$ cat src/design/assert_macros.svh
// assertion macros shared by the allocator rtl
`ifndef ASSERT_MACROS_SVH
`define ASSERT_MACROS_SVH

// implication checked at every clock edge outside reset
`define DBA_ASSERT(label, clk, rst_n, prop, msg) \
	label: assert property (@(posedge clk) disable iff (!rst_n) (prop)) else $error(msg);

// property that must hold on the cycle after a trigger
`define DBA_ASSERT_NEXT(label, clk, rst_n, trig, prop, msg) \
	label: assert property (@(posedge clk) disable iff (!rst_n) (trig) |=> (prop)) \
		else $error(msg);

`endif

$ cat src/design/dba_pkg.sv
// types and constants of the descriptor bitmap allocator
`timescale 1ns / 1ps

package dba_pkg;

	localparam int NDESC = 8;
	localparam int IDX_W = 3;
	localparam logic [IDX_W-1:0] IDX_MASK = 3'h7;
	localparam logic [NDESC-1:0] ALL_FREE = 8'hff;
	localparam logic [IDX_W-1:0] WALK_LAST = IDX_MASK;

	typedef enum logic [1:0] {
		CMD_ALLOC = 2'd0,
		CMD_FREE  = 2'd1,
		CMD_LINK  = 2'd2,
		CMD_CHAIN = 2'd3
	} cmd_e_t;

	typedef enum logic [1:0] {
		STAT_OK           = 2'd0,
		STAT_NONE_FREE    = 2'd1,
		STAT_ALREADY_FREE = 2'd2,
		STAT_TOO_LONG     = 2'd3
	} status_e_t;

	typedef enum logic [1:0] {
		S_IDLE = 2'b01,
		S_WALK = 2'b10
	} state_t;

	typedef struct packed {
		logic             has_next;
		logic [IDX_W-1:0] next_slot;
	} link_t;

	// bitmap changes requested by the control
	typedef struct packed {
		logic             release_en;
		logic [IDX_W-1:0] release_idx;
		logic             claim_en;
		logic [IDX_W-1:0] claim_idx;
	} map_upd_t;

endpackage

$ cat src/design/descriptor_bitmap_allocator.sv
// descriptor allocator top level: command control and chain walk
// alloc and free results are registered and appear in the next cycle; set link gives none.
// alloc, free and set link: busy stays low, next command may follow in the next cycle.
// free chain: n results, one per cycle, registered from the walk steps that follow the head
// link read, one link-store read per step; busy during the walk, next command taken in idle.
// reset: every descriptor free, all links cleared through valid bits; no clearing pass.
// the receiver cannot stall: each result is shown for exactly one cycle.
`timescale 1ns / 1ps
`include "assert_macros.svh"

module descriptor_bitmap_allocator (
	input  logic                      clk,
	input  logic                      arst_n,
	input  logic                      start,
	output logic                      busy,
	input  logic [1:0]                cmd,
	input  logic [dba_pkg::IDX_W-1:0] slot,
	input  logic [dba_pkg::IDX_W-1:0] link_target,
	input  logic                      link_valid,
	output logic                      strobe,
	output logic [dba_pkg::IDX_W-1:0] slot_out,
	output logic [1:0]                status,
	output logic                      last
);
	import dba_pkg::*;

	state_t            state_q, state_d;
	logic [IDX_W-1:0]  cur_q, cur_d;
	logic [IDX_W-1:0]  cnt_q, cnt_d;
	logic              strobe_q, strobe_d;
	logic [IDX_W-1:0]  slot_out_q, slot_out_d;
	status_e_t         status_q, status_d;
	logic              last_q, last_d;

	map_upd_t          upd;
	logic [NDESC-1:0]  map;
	logic              any_free;
	logic [IDX_W-1:0]  first_free;

	logic              mem_wr_en;
	link_t             mem_wr_data;
	logic [IDX_W-1:0]  mem_rd_addr;
	link_t             link_rd;
	logic              accept;

	dba_free_map u_map (
		.clk        (clk),
		.arst_n     (arst_n),
		.upd        (upd),
		.map        (map),
		.any_free   (any_free),
		.first_free (first_free)
	);

	dba_link_mem u_links (
		.clk      (clk),
		.arst_n   (arst_n),
		.wr_en    (mem_wr_en),
		.wr_addr  (slot),
		.wr_data  (mem_wr_data),
		.clr_en   (upd.release_en),
		.clr_addr (upd.release_idx),
		.rd_addr  (mem_rd_addr),
		.rd_data  (link_rd)
	);

	assign accept                = start && (state_q == S_IDLE);
	assign mem_wr_data.has_next  = link_valid;
	assign mem_wr_data.next_slot = link_target;

	always_comb begin
		state_d     = state_q;
		cur_d       = cur_q;
		cnt_d       = cnt_q;
		strobe_d    = 1'b0;
		slot_out_d  = slot_out_q;
		status_d    = status_q;
		last_d      = last_q;
		upd         = '0;
		mem_wr_en   = 1'b0;
		mem_rd_addr = slot;

		case (state_q)
			S_IDLE: begin
				if (accept) begin
					case (cmd_e_t'(cmd))
						CMD_ALLOC: begin
							strobe_d = 1'b1;
							last_d   = 1'b1;
							if (any_free) begin
								upd.claim_en  = 1'b1;
								upd.claim_idx = first_free;
								slot_out_d    = first_free;
								status_d      = STAT_OK;
							end else begin
								slot_out_d = '0;
								status_d   = STAT_NONE_FREE;
							end
						end
						CMD_FREE: begin
							strobe_d   = 1'b1;
							last_d     = 1'b1;
							slot_out_d = slot;
							if (map[slot]) begin
								status_d = STAT_ALREADY_FREE;
							end else begin
								upd.release_en  = 1'b1;
								upd.release_idx = slot;
								status_d        = STAT_OK;
							end
						end
						CMD_LINK: begin
							mem_wr_en = 1'b1;
						end
						CMD_CHAIN: begin
							// link of the head is read now, used next cycle
							cur_d   = slot;
							cnt_d   = '0;
							state_d = S_WALK;
						end
						default: begin
							state_d = S_IDLE;
						end
					endcase
				end
			end
			S_WALK: begin
				strobe_d    = 1'b1;
				slot_out_d  = cur_q;
				mem_rd_addr = link_rd.next_slot;
				if (map[cur_q]) begin
					status_d = STAT_ALREADY_FREE;
					last_d   = 1'b1;
					state_d  = S_IDLE;
				end else begin
					upd.release_en  = 1'b1;
					upd.release_idx = cur_q;
					if (!link_rd.has_next) begin
						status_d = STAT_OK;
						last_d   = 1'b1;
						state_d  = S_IDLE;
					end else if (cnt_q == WALK_LAST) begin
						status_d = STAT_TOO_LONG;
						last_d   = 1'b1;
						state_d  = S_IDLE;
					end else begin
						status_d = STAT_OK;
						last_d   = 1'b0;
						cur_d    = link_rd.next_slot;
						cnt_d    = cnt_q + 1'b1;
					end
				end
			end
			default: begin
				state_d = S_IDLE;
			end
		endcase
	end

	always_ff @(posedge clk or negedge arst_n) begin
		if (!arst_n) begin
			state_q  <= S_IDLE;
			strobe_q <= 1'b0;
			cur_q    <= '0;
			cnt_q    <= '0;
		end else begin
			state_q  <= state_d;
			strobe_q <= strobe_d;
			cur_q    <= cur_d;
			cnt_q    <= cnt_d;
		end
	end

	always_ff @(posedge clk) begin
		slot_out_q <= slot_out_d;
		status_q   <= status_d;
		last_q     <= last_d;
	end

	assign busy     = (state_q == S_WALK);
	assign strobe   = strobe_q;
	assign slot_out = slot_out_q;
	assign status   = status_q;
	assign last     = last_q;

	// a non-final chain transfer always leaves the walk running
	`DBA_ASSERT(a_mid_chain_busy, clk, arst_n, !(strobe && !last) || busy,
		"chain result without last while walk stopped")
	// set link produces no transfer
	`DBA_ASSERT_NEXT(a_link_silent, clk, arst_n,
		start && !busy && (cmd == CMD_LINK), !strobe, "set link produced a result")
	// alloc and free give exactly one final transfer in the next cycle
	`DBA_ASSERT_NEXT(a_single_result, clk, arst_n,
		start && !busy && ((cmd == CMD_ALLOC) || (cmd == CMD_FREE)),
		strobe && last && !busy, "single command did not give one final result")
	// none free always reports descriptor zero
	`DBA_ASSERT(a_none_free_zero, clk, arst_n,
		!(strobe && (status == STAT_NONE_FREE)) || (slot_out == '0),
		"none free with nonzero descriptor")

endmodule

$ cat src/design/dba_link_mem.sv
// chain link store: synchronous memory with per-entry valid bits
`timescale 1ns / 1ps

module dba_link_mem (
	input  logic                      clk,
	input  logic                      arst_n,
	input  logic                      wr_en,
	input  logic [dba_pkg::IDX_W-1:0] wr_addr,
	input  dba_pkg::link_t            wr_data,
	input  logic                      clr_en,
	input  logic [dba_pkg::IDX_W-1:0] clr_addr,
	input  logic [dba_pkg::IDX_W-1:0] rd_addr,
	output dba_pkg::link_t            rd_data
);
	import dba_pkg::*;

	link_t             mem [NDESC];
	link_t             rd_data_q;
	logic [IDX_W-1:0]  rd_addr_q;
	logic [NDESC-1:0]  valid_q;

	always_ff @(posedge clk) begin
		if (wr_en) begin
			mem[wr_addr] <= wr_data;
		end
		rd_data_q <= mem[rd_addr];
		rd_addr_q <= rd_addr;
	end

	// a cleared link is modeled by dropping the valid bit
	always_ff @(posedge clk or negedge arst_n) begin
		if (!arst_n) begin
			valid_q <= '0;
		end else if (wr_en) begin
			valid_q[wr_addr] <= 1'b1;
		end else if (clr_en) begin
			valid_q[clr_addr] <= 1'b0;
		end
	end

	assign rd_data = valid_q[rd_addr_q] ? rd_data_q : '0;

endmodule

$ cat src/design/dba_free_map.sv
// free bitmap with lowest-free search
`timescale 1ns / 1ps

module dba_free_map (
	input  logic                      clk,
	input  logic                      arst_n,
	input  dba_pkg::map_upd_t         upd,
	output logic [dba_pkg::NDESC-1:0] map,
	output logic                      any_free,
	output logic [dba_pkg::IDX_W-1:0] first_free
);
	import dba_pkg::*;

	logic [NDESC-1:0] map_q;

	always_ff @(posedge clk or negedge arst_n) begin
		if (!arst_n) begin
			map_q <= ALL_FREE;
		end else begin
			if (upd.release_en) begin
				map_q[upd.release_idx] <= 1'b1;
			end
			if (upd.claim_en) begin
				map_q[upd.claim_idx] <= 1'b0;
			end
		end
	end

	// scan downward so the lowest free index wins
	always_comb begin
		first_free = '0;
		for (int i = NDESC - 1; i >= 0; i--) begin
			if (map_q[i]) begin
				first_free = IDX_W'(i);
			end
		end
	end

	assign any_free = |map_q;
	assign map      = map_q;

endmodule
$ cat config.mk
export PLATFORM = sky130hd
export DESIGN_NAME = descriptor_bitmap_allocator
export DESIGN_NICKNAME = d
export VERILOG_FILES = /design/src/design/dba_pkg.sv /design/src/design/descriptor_bitmap_allocator.sv /design/src/design/dba_link_mem.sv /design/src/design/dba_free_map.sv
export VERILOG_INCLUDE_DIRS = /design/src /design/src/design
export SDC_FILE = /design/constraint.sdc
export NUM_CORES = 1
export LEC_CHECK = 0
export BUFFER_PORTS_ARGS = -buffer_cell sky130_fd_sc_hd__buf_2
export CAP_MARGIN = 20
export CORE_ASPECT_RATIO = 0.7
export CORE_MARGIN = 3
export CORE_UTILIZATION = 60
export CTS_CLUSTER_DIAMETER = 30
export DETAILED_ROUTE_END_ITERATION = 12
export PLACE_DENSITY = 0.79
export SLEW_MARGIN = 40
export SYNTH_ARGS = -nofsm -noshare
export SYNTH_HDL_FRONTEND = slang
export SYNTH_SLANG_ARGS = --single-unit
$ cat constraint.sdc
create_clock -name clk -period 2.6 [get_ports clk]
set_input_delay 0.13 -clock clk [delete_from_list [all_inputs] [get_ports clk]]
set_output_delay 0.13 -clock clk [all_outputs]
set_load 0.03 [all_outputs]
=== After elaboration in Yosys (flattened, before gate mapping) ===
Memories as Yosys holds them, arrays and structs flattened. A register that Yosys moved wholly into a read port is not among the register bits.
Index checks and enable logic that the tools add are counted.

* Register bits after elaboration: 34
* Bits in writable memories: 32
* Output and inout bits: 8
* Memories: 1

* Add/sub/neg operators: 1
* $lt $le $gt $ge: 8
* Equal/unequal tests: 14
* Mux-type cells: 78
* Bitwise gates (word level): 6
* Reduce and logical (&&, ||, !) cells: 13

{| class="wikitable"
|+ Memories
! name !! depth !! width !! rd ports !! clocked after Yosys merged registers in !! wr ports !! line !! RTL
|-
| u_links.mem || 8 || 4 || 1 || 1 || 1 || dba_link_mem.sv:17 || <nowiki>link_t mem [NDESC];</nowiki>
|}

{| class="wikitable"
|+ Operator list
! operator !! number
|-
| $mux W3 || 21
|-
| $mux W8 || 5
|-
| $mux W4 || 7
|-
| $pmux W3 S2 || 4
|-
| $lt A3 B4 Y1 const B || 5
|-
| $mux W2 || 10
|-
| $mux W1 || 19
|-
| $and A8 B8 Y8 || 2
|-
| $not A8 Y8 || 2
|-
| $or A8 B8 Y8 || 2
|-
| $pmux W2 S2 || 3
|-
| $bmux W1 S3 || 3
|-
| $demux W1 S3 || 3
|-
| $ge A3 B1 Y1 const B || 3
|-
| $reduce_and A3 Y1 || 3
|-
| $ne A2 B2 Y1 const B || 4
|-
| $pmux W4 S2 || 1
|-
| $reduce_or A8 Y1 || 1
|-
| $eq A2 B2 Y1 const B || 3
|-
| $reduce_and A6 Y1 || 1
|-
| $eq A2 B1 Y1 const B || 2
|-
| $logic_and A1 B1 Y1 || 4
|-
| $ne A2 B1 Y1 const B || 2
|-
| $ne A4 B2 Y1 const B || 1
|-
| 7 further kinds || 9
|}

=== Longest topological paths before layout ===
Gate-level depths: netlist of the first run.

* Depth in word-level cells: 20
* Mapped depth: 10

=== Modules after synthesis ===
From an unflattened synthesis of the first run, not the netlist that was laid out.

* Cells, all modules: 259
* Area total of the unflattened synthesis: 3400.8 µm²

{| class="wikitable"
|+ By module, submodules not included
! module !! instances !! cells an instance !! area an instance (µm²)
|-
| dba_link_mem || 1 || 106 || 1858.0
|-
| descriptor_bitmap_allocator || 1 || 108 || 1097.3
|-
| dba_free_map || 1 || 45 || 445.4
|}

=== Worst setup path before layout of the first run ===
Ideal clock, no wire load.

* Path type: reg2reg
* From: register state_q[0]
* To: register, netlist name u_links.rd_data_q[0]
* Setup time: 0.095 ns
* Arrival: 2.223 ns
* Path slack: 0.282 ns
* Cell stages (with the launch flop): 11
* Buffers on the path: 3
* Cell sequence: dfstp_2 > inv_1 > ha_1 > buf_2 > inv_1 > a21o_1 > o41ai_1 > buf_4 > buf_6 > mux2i_1 > a221oi_1

* Cells in the longest elaborated chain, start to end: 2

{| class="wikitable"
|+ Ends and longest elaborated chain
! item !! line !! RTL
|-
| from (decl) || descriptor_bitmap_allocator.sv:27 || <nowiki>state_t state_q, state_d;</nowiki>
|-
| from (signal assigned) || descriptor_bitmap_allocator.sv:167 || <nowiki>state_q <= state_d;</nowiki>
|-
| $eq A2 B2 Y1 || -- ||
|-
| named net busy || descriptor_bitmap_allocator.sv:15 || <nowiki>output logic busy,</nowiki>
|-
| $mux W3 || descriptor_bitmap_allocator.sv:83 || <nowiki>case (state_q)</nowiki>
|}

The timed path passes the listed nets, and every way through them passes these cells.
A chain may end at the register's enable or synchronous reset.

=== Final worst setup path of the first run ===
* From: register u_map.map_q[5] (netlist: u_map.map[5])
* To: register u_links.valid_q[4]

* Cells in the longest elaborated chain, start to end: 14
* Elaborated cells between the ends (all ways): 19

{| class="wikitable"
|+ Ends and longest elaborated chain
! item !! line !! RTL
|-
| from (decl) || dba_free_map.sv:14 || <nowiki>logic [NDESC-1:0] map_q;</nowiki>
|-
| from (signal assigned) || dba_free_map.sv:18 || <nowiki>map_q <= ALL_FREE;</nowiki>
|-
| from (signal, indexed assignment) || dba_free_map.sv:21 || <nowiki>map_q[upd.release_idx] <= 1'b1;</nowiki>
|-
| from (signal, indexed assignment) || dba_free_map.sv:24 || <nowiki>map_q[upd.claim_idx] <= 1'b0;</nowiki>
|-
| $bmux W1 S3 || descriptor_bitmap_allocator.sv:104 || <nowiki>if (map[slot]) begin</nowiki>
|-
| $mux W1 (implied by the code) || descriptor_bitmap_allocator.sv:104 ||
|-
| $mux W4 || descriptor_bitmap_allocator.sv:104 ||
|-
| $mux W4 || descriptor_bitmap_allocator.sv:86 || <nowiki>case (cmd_e_t'(cmd))</nowiki>
|-
| $mux W8 || descriptor_bitmap_allocator.sv:85 || <nowiki>if (accept) begin</nowiki>
|-
| $pmux W4 S2 * || descriptor_bitmap_allocator.sv:83 ||
|-
| $lt A3 B4 Y1 (implied by the code) / $ge A3 B1 Y1 (equally long branches) || dba_link_mem.sv:37 || <nowiki>valid_q[clr_addr] <= 1'b0;</nowiki>
|-
| $logic_and A1 B1 Y1 (implied by the code) || dba_link_mem.sv:37 ||
|-
| $mux W1 (implied by the code) || dba_link_mem.sv:37 ||
|-
| $demux W1 S3 || -- ||
|-
| $not A8 Y8 (no line) || -- ||
|-
| $and A8 B8 Y8 (no line) || -- ||
|-
| $mux W8 || dba_link_mem.sv:36 || <nowiki>end else if (clr_en) begin</nowiki>
|-
| $mux W8 || dba_link_mem.sv:34 || <nowiki>end else if (wr_en) begin</nowiki>
|-
| to (signal assigned) || dba_link_mem.sv:33 || <nowiki>valid_q <= '0;</nowiki>
|-
| to (signal, indexed assignment) || dba_link_mem.sv:35 || <nowiki>valid_q[wr_addr] <= 1'b1;</nowiki>
|-
| to (signal, indexed assignment) || dba_link_mem.sv:37 ||
|-
| to (decl) || dba_link_mem.sv:20 || <nowiki>logic [NDESC-1:0] valid_q;</nowiki>
|}

Every way passes the cells marked *; elsewhere a longest branch is shown, timed or not. The select of a mux whose other input is x is not followed.

==> flow_summary.toml, run 1 <==
[clock_network]
ctsHoldBuffers = 1
cts_sinks = 70
cts_setup_buffers = 0
cts_buffer_depth = 2
clkLatencyLatePin_ns = 0.35
cts_tree = "built"
post_cts_resized = 0
clk_pin_slew_ns = 0.07
clockRootBuffer = "clkbuf_8"
cts_made_buffers = 9
cts_max_level = 3

[sta]
slew_headroom_pct = 44.9
fmax_ghz = 0.398
worst_slew_pin_slew_ns = 0.819
hold_violations = 0
min_period_ns = 2.51
whs_ns = 0.0777
rsz0062_at_grt = "false"
fin_crit_sh_pct = 96.6
finClkSkew_ns = 0.0136
finalMaxSlewViolations = 0
setup_violations = 0
setup_tns_ns = 0

[pwr]
power_density_nw_per_um2 = 989
peakVddDrop_mv = 0.462
cellLeakagePower_nw = 1.55

[floorplanning]
std_cell_rows = 22
die-area_um2 = 6660
pin_count = 20
die_x_um = 96.2
start_util_pct = 63.7
die_h_um = 69.2
core_area_um2 = 5370

[worst_setup_path]
endpoint_kind = "register"
crit_fanout = 7
cp.required_ns = 2.82
r2r-end = "u_links.valid_q[4]$_DFFE_PN0P_"
reg2reg_setup_slack_ns = 0.09
cp.arrival_ns = 2.73
crit_type = "reg2reg"
worstSetupStartpointType = "register"
rr_worst_depth = 6
worstReg2RegStart = "u_map.map[5]$_DFF_PN1_"

[placed_design]
hpwl_mm = 5.53
place.port_buffers = 19
gp_congestion = 0.855

[detailed_routing]
routed_wirelength_mm = 7.58
antenna_left = 0
post_drt_via_cell_ratio = 6.24
highest_layer = "met4"
drt-met1-wl_mm = 3.63
drc = 0
route.met3.wl_um = 605
vias = 2478
drt_iter0_drc = 293
drtPass1Iterations = 4
wl_met2_mm = 3.28
wire_per_inst_um = 19.1

[grt]
antenna_found_initial = 0
grt_pass1_wl_mm = 12.2
track_usage_pct = 24.8
grt_max_degree = 26
grt_pass1_vias = 2379
grt-ovfl-total = 0

[logic_synthesis]
syn_area_um2 = 3420
synthTopCellsByArea = "edfxtp_1, dfrtp_1, mux2i_1"
syn_inst = 288
avgSynthCellArea_um2 = 11.9
yosysUniqueCellTypes = 52
yosys_warnings = 0
ys_ff_latch = 70
synth_fp_nets = 304
synth-edff-count = 38
synthArstFlopShare_pct = 35.7
ys_seq_area_share_pct = 56.1
synth_top_area_share_pct = 33.4
yosys.area.top_type = "edfxtp_1"
synth-main-ff-cell = "edfxtp_1"

[min_path]
worstHoldStart = "link_target[0]"
holdPathEnd = "u_links.mem[7][0]$_DFFE_PP_"
worstHoldPathType = "in2reg"
whs_path_depth = 1

[run]
max_cap_violations = 0

[final_layout]
fillers = 384
nets = 336
area.growth.synth_to_final_pct = 12.0
layout-drive-gt1-share_pct = 20.9
antenna_cells = 0
regArea_um2 = 1920
multi_input_area_um2 = 1380

[run_status]
status = "finished, final reports clean"
==> cell usage after synthesis, drive strengths merged, types with 2 or more instances <==
library cell,instances
dfxtp,7
mux2,4
buf,7
o41ai,2
a22oi,2
nor2b,8
nand2b,5
nor3,8
o22a,5
mux2i,31
nand4,2
and3,3
and2,5
dfrtp,16
a221oi,4
a31oi,5
a21oi,17
nand3b,2
ha,4
inv,14
nand3,8
nand2,17
dfstp,9
a21o,3
nor2,22
a22o,5
clkbuf,6
mux4,2
edfxtp,38
a32oi,2
o21ai,9
==> cell families after synthesis <==
family,Yosys count,synth area share (%)
compound gates,62,13.5
fa+ha+maj,4,1.46
buf+inv,27,3.91
flops,70,56.1
mux,37,11.7
simple gates,88,13.4
==> worst max path at each step <==
stage                                 from  slack (ns)  depth (start not counted)                             end
finish              u_map.map[5]$_DFF_PN1_        0.09                          6  u_links.valid_q[4]$_DFFE_PN0P_
global route        state_q[0]$_DFFE_PN1P_        0.02                          4     u_links.mem[4][0]$_DFFE_PP_
CTS                 u_map.map[5]$_DFF_PN1_        0.14                          6  u_links.valid_q[4]$_DFFE_PN0P_
detailed placement  u_map.map[7]$_DFF_PN1_        0.17                          6  u_links.valid_q[4]$_DFFE_PN0P_
global placement    u_map.map[7]$_DFF_PN1_        0.22                          6            cnt_q[0]$_DFFE_PN0P_
floorplan           state_q[0]$_DFFE_PN1P_        0.28                         10    u_links.rd_data_q[0]$_DFF_P_
==> state kept, by name, summed over array words and instances (netlist names) <==
register           flops
u_links.mem           32
u_links.valid_q        8
u_map.map              8
u_links.rd_data_q      4
cnt_q                  3
cur_q                  3
slot_out               3
u_links.rd_addr_q      3
state_q                2
status                 2
last                   1
strobe                 1
==> worst max-delay path: stages (launching register included) <==
cell	delay [ns]
dfstp_2	0.59
mux2i_1	0.09
mux4_2	0.57
and4_1	0.27
a2111oi_4	0.51
nand2_1	0.16
o22a_1	0.22
==> layout make-up <==
class / instances / area share, %
clock buffers: 12 / 3.53
repair buffers: 34 / 5.49
multi-input cells: 191 / 35.9
clock inverters: 4 / 1.27
flip-flops and latches: 70 / 50.1
well taps: 72 / 2.35
inverters: 14 / 1.37
==> metrics by stage <==
| stage | area (um2) | std cells | worst slack [ns] | util, % | power (mW) |
|---|---|---|---|---|---|
| after CTS | 3830 | 397 | 0.141 | 71.4 | 3.78 |
| after detailed placement | 3640 | 380 | 0.168 | 67.7 | 2.95 |
| after global placement | 3640 | 380 | 0.218 | 67.7 | 2.91 |
| after global routing | 3830 | 397 | 0.0238 | 71.4 | 4.00 |
| after floorplan | 3420 | 288 | 0.282 | - | 2.58 |
| final | 3830 | 397 | 0.0886 | 71.4 | 3.79 |
==> report_power, final <==
group          internal, mW  total (mW)  leakage (nW)  switching [mW]
Combinational         0.530        1.33         0.756           0.798
Sequential             1.46        1.64         0.699           0.183
Clock                 0.442       0.821        0.0943           0.379
Total                  2.43        3.79          1.55            1.36
==> layer usage <==
metal,track usage (%),vias to the layer above
li1,-,1144
met5,0,-
met2,34.0,114
met3,8.72,10
met1,37.8,1210
met4,5.68,0
==> layout by cell type (no fill, tap or decap), types with 2 or more instances in the layout <==
cell type,n
dfxtp_1,7
and3_1,3
a21o_1,3
nor2_1,22
a22oi_1,2
dfrtp_1,16
dfstp_2,9
nand2b_1,5
nor3_1,8
nand3_1,8
nand3b_1,2
o21ai_0,8
a21oi_1,17
and2_1,4
edfxtp_1,38
o22a_1,5
buf_2,19
a32oi_1,2
a22o_1,5
nand4_1,2
mux2_2,4
mux2i_1,31
clkinv_2,2
nor2b_1,8
inv_1,14
buf_4,14
clkbuf_8,9
a31oi_1,5
nand2_1,17
mux4_2,2
o41ai_2,2
a221oi_1,4
ha_1,4
clkbuf_1,3
Power figures use the tool's default switching activity.
==> run 2: changes to the inputs <==
--- a/config.mk
+++ b/config.mk
@@ -6,7 +6,7 @@
 export SDC_FILE = /design/constraint.sdc
 export NUM_CORES = 1
 export LEC_CHECK = 0
-export BUFFER_PORTS_ARGS = -buffer_cell sky130_fd_sc_hd__buf_2
+export BUFFER_PORTS_ARGS = -buffer_cell sky130_fd_sc_hd__buf_4
 export CAP_MARGIN = 20
 export CORE_ASPECT_RATIO = 0.7
 export CORE_MARGIN = 3
==> constraint.sdc (replaced) <==
create_clock -name clk -period 2.72 [get_ports clk]
set_input_delay 0.136 -clock clk [delete_from_list [all_inputs] [get_ports clk]]
set_output_delay 0.136 -clock clk [all_outputs]
set_load 0.03 [all_outputs]
==> flow_summary.toml, run 2 (synthesis results as in run 1) <==
[worst_setup_path]
crit_fanout = 8
worstSetupStartpointType = "register"
r2r-end = "cnt_q[0]$_DFFE_PN0P_"
cp.required_ns = 2.94
worstReg2RegStart = "cur_q[0]$_DFFE_PN0P_"
endpoint_kind = "register"
rr_worst_depth = 6
cp.arrival_ns = 2.78
reg2reg_setup_slack_ns = 0.16
crit_type = "reg2reg"

[sta]
fin_crit_sh_pct = 94.3
finClkSkew_ns = 0.0119
whs_ns = 0.0423
setup_violations = 0
worst_slew_pin_slew_ns = 0.659
rsz0062_at_grt = "false"
min_period_ns = 2.56
finalMaxSlewViolations = 0
finalWorstSetupSlack_ns = 0.156
slew_headroom_pct = 55.7
setup_tns_ns = 0
hold_violations = 0
fmax_ghz = 0.390

[detailed_routing]
post_drt_via_cell_ratio = 6.29
drtPass1Iterations = 5
wire_per_inst_um = 19.2
vias = 2446
drc = 0
antenna_left = 0
drt_iter0_drc = 250
routed_wirelength_mm = 7.47

[clock_network]
cts_buffer_depth = 2
cts_max_level = 3
cts_tree = "built"
clkLatencyLatePin_ns = 0.33
cts_made_buffers = 9
clockRootBuffer = "clkbuf_8"
clk_pin_slew_ns = 0.07
cts_sinks = 70
cts_setup_buffers = 0

[grt]
grt_max_degree = 26
antenna_found_initial = 0
grt_pass1_vias = 2283
track_usage_pct = 24.1
grt-ovfl-total = 0
grt_pass1_wl_mm = 11.8

[min_path]
worstHoldStart = "link_target[0]"
worstHoldPathType = "in2reg"
whs_path_depth = 1
holdPathEnd = "u_links.mem[2][0]$_DFFE_PP_"

[pwr]
p_comb_share_pct = 33.8
peakVddDrop_mv = 0.453
intPower_mw = 2.34
pwr-share-seq_pct = 44.1
power_mw = 3.62
clkPwrFrac_pct = 22.1
sw_frac_of_total_pct = 35.4
power_switching_mw = 1.28
cellLeakagePower_nw = 1.53
power_density_nw_per_um2 = 947

[final_layout]
layout-drive-gt1-share_pct = 19.2
fin_util_pct = 71.3
largest_reg_flops = 32
nets = 328
area.growth.synth_to_final_pct = 11.9
final_cell_mix = "edfxtp_1, mux2i_1, buf_4"
instances_no_fill = 389
stdcell_area_um2 = 3830
final_common_cell = "edfxtp_1"
antenna_cells = 0
regMostFlops = "u_links.mem"

[floorplanning]
start_util_pct = 63.7
std_cell_rows = 22
die-area_um2 = 6660
core_area_um2 = 5370
die_x_um = 96.2
die_h_um = 69.2
pin_count = 20

[placed_design]
place_area_um2 = 3620
gp_congestion = 0.879
place.port_buffers = 19
post-place-ws_ns = 0.221
hpwl_mm = 5.39
dp_cells = 372

[run_status]
status = "finished, final reports clean"

[run]
max_cap_violations = 0
-- run 2: changes by cell type in the layout (fill, tap and decap cells not counted) --
| cell | previous run | this run |
|---|---|---|
| buf_2 | 19 | 0 |
| buf_4 | 14 | 25 |
| clkbuf_1 | 3 | 2 |
| clkbuf_8 | 9 | 10 |
| clkinvlp_4 | 0 | 1 |
| clkinv_4 | 1 | 0 |
-- run 2: critical path, stage by stage, from the launching register on --
cell,delay [ns]
dfrtp_1,0.60
mux2i_1,0.17
mux4_2,0.57
and2_4,0.21
and4b_1,0.26
o21ai_4,0.27
mux2_2,0.37
-- run 2: power groups by stage --
stage	Combinational, mW	Clock, mW	Sequential, mW
2_1_floorplan	0.844	0	1.62
6_report	1.22	0.802	1.60
3_3_place_gp	1.17	0	1.59
5_1_grt	1.33	0.873	1.62
3_5_place_dp	1.20	0	1.61
4_1_cts	1.21	0.812	1.59
-- run 2: layer usage --
| metal | global-route usage (%) | vias up | wire [um] | share of wire [%] |
|---|---|---|---|---|
| li1 | - | 1125 | - | - |
| met1 | 38.4 | 1217 | 3520 | 47 |
| met2 | 32.1 | 94 | 3250 | 44 |
| met3 | 7.20 | 10 | 599 | 8.0 |
| met4 | 5.68 | 0 | 100 | 1.3 |
| met5 | 0 | - | 0 | 0 |
-- run 2: worst max-delay path by stage --
stage / from / endpoint / slack, ns
6_report: cur_q[0]$_DFFE_PN0P_ / cnt_q[0]$_DFFE_PN0P_ / 0.16
5_1_grt: cur_q[0]$_DFFE_PN0P_ / u_links.valid_q[4]$_DFFE_PN0P_ / 0.08
4_1_cts: cur_q[0]$_DFFE_PN0P_ / cnt_q[0]$_DFFE_PN0P_ / 0.18
3_5_place_dp: cur_q[0]$_DFFE_PN0P_ / cnt_q[0]$_DFFE_PN0P_ / 0.22
3_3_place_gp: cur_q[0]$_DFFE_PN0P_ / cur_q[0]$_DFFE_PN0P_ / 0.31
2_1_floorplan: state_q[0]$_DFFE_PN1P_ / u_links.rd_data_q[0]$_DFF_P_ / 0.40
-- run 2: area by class of cell --
| type | instances | area [um2] |
|---|---|---|
| Sequential cell | 70 | 1920 |
| Fill cell | 375 | 1540 |
| Multi-Input combinational cell | 191 | 1380 |
| Timing Repair Buffer | 26 | 198 |
| Clock buffer | 12 | 145 |
| Tap cell | 72 | 90.1 |
| Inverter | 14 | 52.6 |
| Clock inverter | 4 | 47.5 |
-- run 2: what timing repair did --
| action | in CTS | in global routing |
|---|---|---|
| hold buffers | 1 | 0 |
| resized for setup | 0 | 0 |
| endpoints found under the hold margin | 25 | 0 |
==> run 3: changes to the inputs <==
--- a/config.mk
+++ b/config.mk
@@ -6,14 +6,14 @@
 export SDC_FILE = /design/constraint.sdc
 export NUM_CORES = 1
 export LEC_CHECK = 0
+export ABC_AREA = 1
 export BUFFER_PORTS_ARGS = -buffer_cell sky130_fd_sc_hd__buf_4
 export CAP_MARGIN = 20
 export CORE_ASPECT_RATIO = 0.7
 export CORE_MARGIN = 3
-export CORE_UTILIZATION = 60
-export CTS_CLUSTER_DIAMETER = 30
+export CORE_UTILIZATION = 61
 export DETAILED_ROUTE_END_ITERATION = 12
-export PLACE_DENSITY = 0.79
+export PLACE_DENSITY = 0.8
 export SLEW_MARGIN = 40
 export SYNTH_ARGS = -nofsm -noshare
 export SYNTH_HDL_FRONTEND = slang
==> flow_summary.toml, run 3 <==
[floorplanning]
std_cell_rows = 23
pin_count = 20
start_util_pct = 64.0
die_h_um = 71.3
die-area_um2 = 7080
die_x_um = 99.3
core_area_um2 = 5810

[worst_setup_path]
worstSetupStartpointType = "register"
path_cells = "ha_1 > nand2_1 > nand3b_4 > nand2_4 > nand2_1 > nand3_1 > nand2_1 > nand2_1 > nand2_1"
critPathTopFamily = "simple AND/OR/NAND/NOR gates"
crit_fanout = 18
crit_type = "reg2reg"
slowest_delay_ns = 0.67
cp_slowest_cell = "ha_1"
rr_worst_depth = 9
endpoint_kind = "register"
worstReg2RegStart = "state_q[1]$_DFFE_PN0P_"
critPathCapture = "u_links.rd_data_q[1]$_DFF_P_"
cp.arrival_ns = 2.55
crit_top_cell = "nand2_1"
cp.depth = 9
r2r-end = "u_links.rd_data_q[1]$_DFF_P_"
cp.required_ns = 2.97
reg2reg_setup_slack_ns = 0.42
worst-path-buf-inv = 0
crit_start = "state_q[1]$_DFFE_PN0P_"

[grt]
grt_pass1_wl_mm = 14.2
track_usage_pct = 26.2
grt_max_degree = 26
antenna_found_initial = 0
grt_pass1_vias = 2798
grt-ovfl-total = 0

[pwr]
peakVddDrop_mv = 0.547
power_density_nw_per_um2 = 908
cellLeakagePower_nw = 1.96

[detailed_routing]
routed_wirelength_mm = 8.73
route.met3.wl_um = 807
vias = 3098
drc = 0
drt_iter0_drc = 282
highest_layer = "met4"
antenna_left = 0
drt-met1-wl_mm = 4.04
post_drt_via_cell_ratio = 5.64
wire_per_inst_um = 15.9
drtPass1Iterations = 5
wl_met2_mm = 3.68

[logic_synthesis]
synth.most_common_cell = "nand2_1"
synthArstFlopShare_pct = 35.7
synth-edff-count = 38
yosys.area.top_type = "edfxtp_1"
syn_area_um2 = 3720
yosysUniqueCellTypes = 33
synthTopCellsByArea = "edfxtp_1, nand2_1, dfrtp_1"
ys_seq_area_share_pct = 51.6
synth_top_area_share_pct = 30.7
ys_ff_latch = 70
syn_inst = 443
avgSynthCellArea_um2 = 8.39
yosys_warnings = 0
synth_fp_nets = 459
ys_top_cells_by_count = "nand2_1, inv_1, nand3_1"
synth-main-ff-cell = "edfxtp_1"

[sta]
finClkSkew_ns = 0.0106
hold_violations = 0
rsz0062_at_grt = "false"
finalMaxSlewViolations = 0
min_period_ns = 2.30
fin_crit_sh_pct = 84.6
slew_headroom_pct = 50.3
fmax_ghz = 0.435
setup_violations = 0
worst_slew_pin_slew_ns = 0.746
setup_tns_ns = 0

[final_layout]
final_common_cell = "nand2_1"
layout-drive-gt1-share_pct = 16.0
largest_reg_flops = 32
regMostFlops = "u_links.mem"
instances_no_fill = 549
final_cell_mix = "nand2_1, inv_1, nand3_1"
antenna_cells = 0
area.growth.synth_to_final_pct = 11.5
nets = 485

[clock_network]
clockRootBuffer = "clkbuf_8"
cts_sinks = 70
clk_pin_slew_ns = 0.08
cts_tree = "built"
post_cts_resized = 0
cts_buffer_depth = 2
cts_max_level = 3
clkLatencyLatePin_ns = 0.35
cts_made_buffers = 9

[run]
max_cap_violations = 0

[placed_design]
place.port_buffers = 19
dp_cells = 532
gp_congestion = 0.910
hpwl_mm = 6.23

[min_path]
worstHoldPathType = "in2reg"

[run_status]
status = "finished, final reports clean"
==> run 3: cell types whose count changed after synthesis, moves of 7 or more <==
cell      previous run  this run
mux2i_1             31         0
nor2b_1              8         0
nand2_1             17       115
nand3_1              8        53
o21ai_0              8        15
inv_1               14        69
nor2_1              22        31
inv_2                0         8
nand3b_1             2        18
==> run 3: stage by stage <==
| step | hold WS [ns] | util [%] | setup slack (ns) | power, mW | area, um2 |
|---|---|---|---|---|---|
| floorplan | -0.160 | - | 0.825 | 2.49 | 3720 |
| finish | 0.0490 | 71.3 | 0.419 | 3.76 | 4150 |
| CTS | 0.0373 | 71.3 | 0.486 | 3.74 | 4150 |
| global route | 0.0426 | 71.3 | 0.303 | 3.98 | 4150 |
| detailed placement | 0.0605 | 67.6 | 0.533 | 2.87 | 3930 |
| global placement | 0.0652 | 67.6 | 0.603 | 2.81 | 3930 |
==> run 3: worst min path at each step <==
stage / startpoint / to / slack [ns] / depth (start not counted)
3_3_place_gp: arst_n / strobe$_DFF_PN0_ / 0.07 / 1
5_1_grt: link_target[0] / u_links.mem[7][0]$_DFFE_PP_ / 0.04 / 1
3_5_place_dp: arst_n / state_q[1]$_DFFE_PN0P_ / 0.06 / 1
2_1_floorplan: arst_n / cnt_q[0]$_DFFE_PN0P_ / -0.16 / 0
6_report: link_target[0] / u_links.mem[1][0]$_DFFE_PP_ / 0.05 / 1
4_1_cts: link_target[1] / u_links.mem[7][1]$_DFFE_PP_ / 0.04 / 1
==> run 3: layout make-up <==
type	count	area (um2)
Clock inverter	5	56.3
Fill cell	460	1670
Tap cell	75	93.8
Sequential cell	70	1920
Timing Repair Buffer	21	160
Inverter	78	295
Clock buffer	11	151
Multi-Input combinational cell	289	1470
==> run 3: what timing repair did <==
action	CTS	global route
endpoints found under the setup margin	0	0
hold buffers	1	0
hold endpoints to repair	25	0
buffers inserted	0	0
==> run 3: where the power goes <==
part	switching [mW]	internal [mW]	total, mW	leakage (nW)
clock network	0.398	0.474	0.872	0.107
registers	0.108	1.36	1.47	0.683
logic	1.00	0.420	1.42	1.17
==> run 3: logic make-up after synthesis <==
family,Yosys count,synth area share (%)
buf+inv,84,8.88
simple gates,248,32.7
flops,70,51.6
fa+ha+maj,4,1.35
compound gates,37,5.48
==> run 3: routing by layer <==
metal / vias up / track usage (%)
met2: 158 / 37.0
met5: - / 0
met3: 19 / 5.25
met4: 0 / 10.8
li1: 1487 / -
met1: 1434 / 39.5
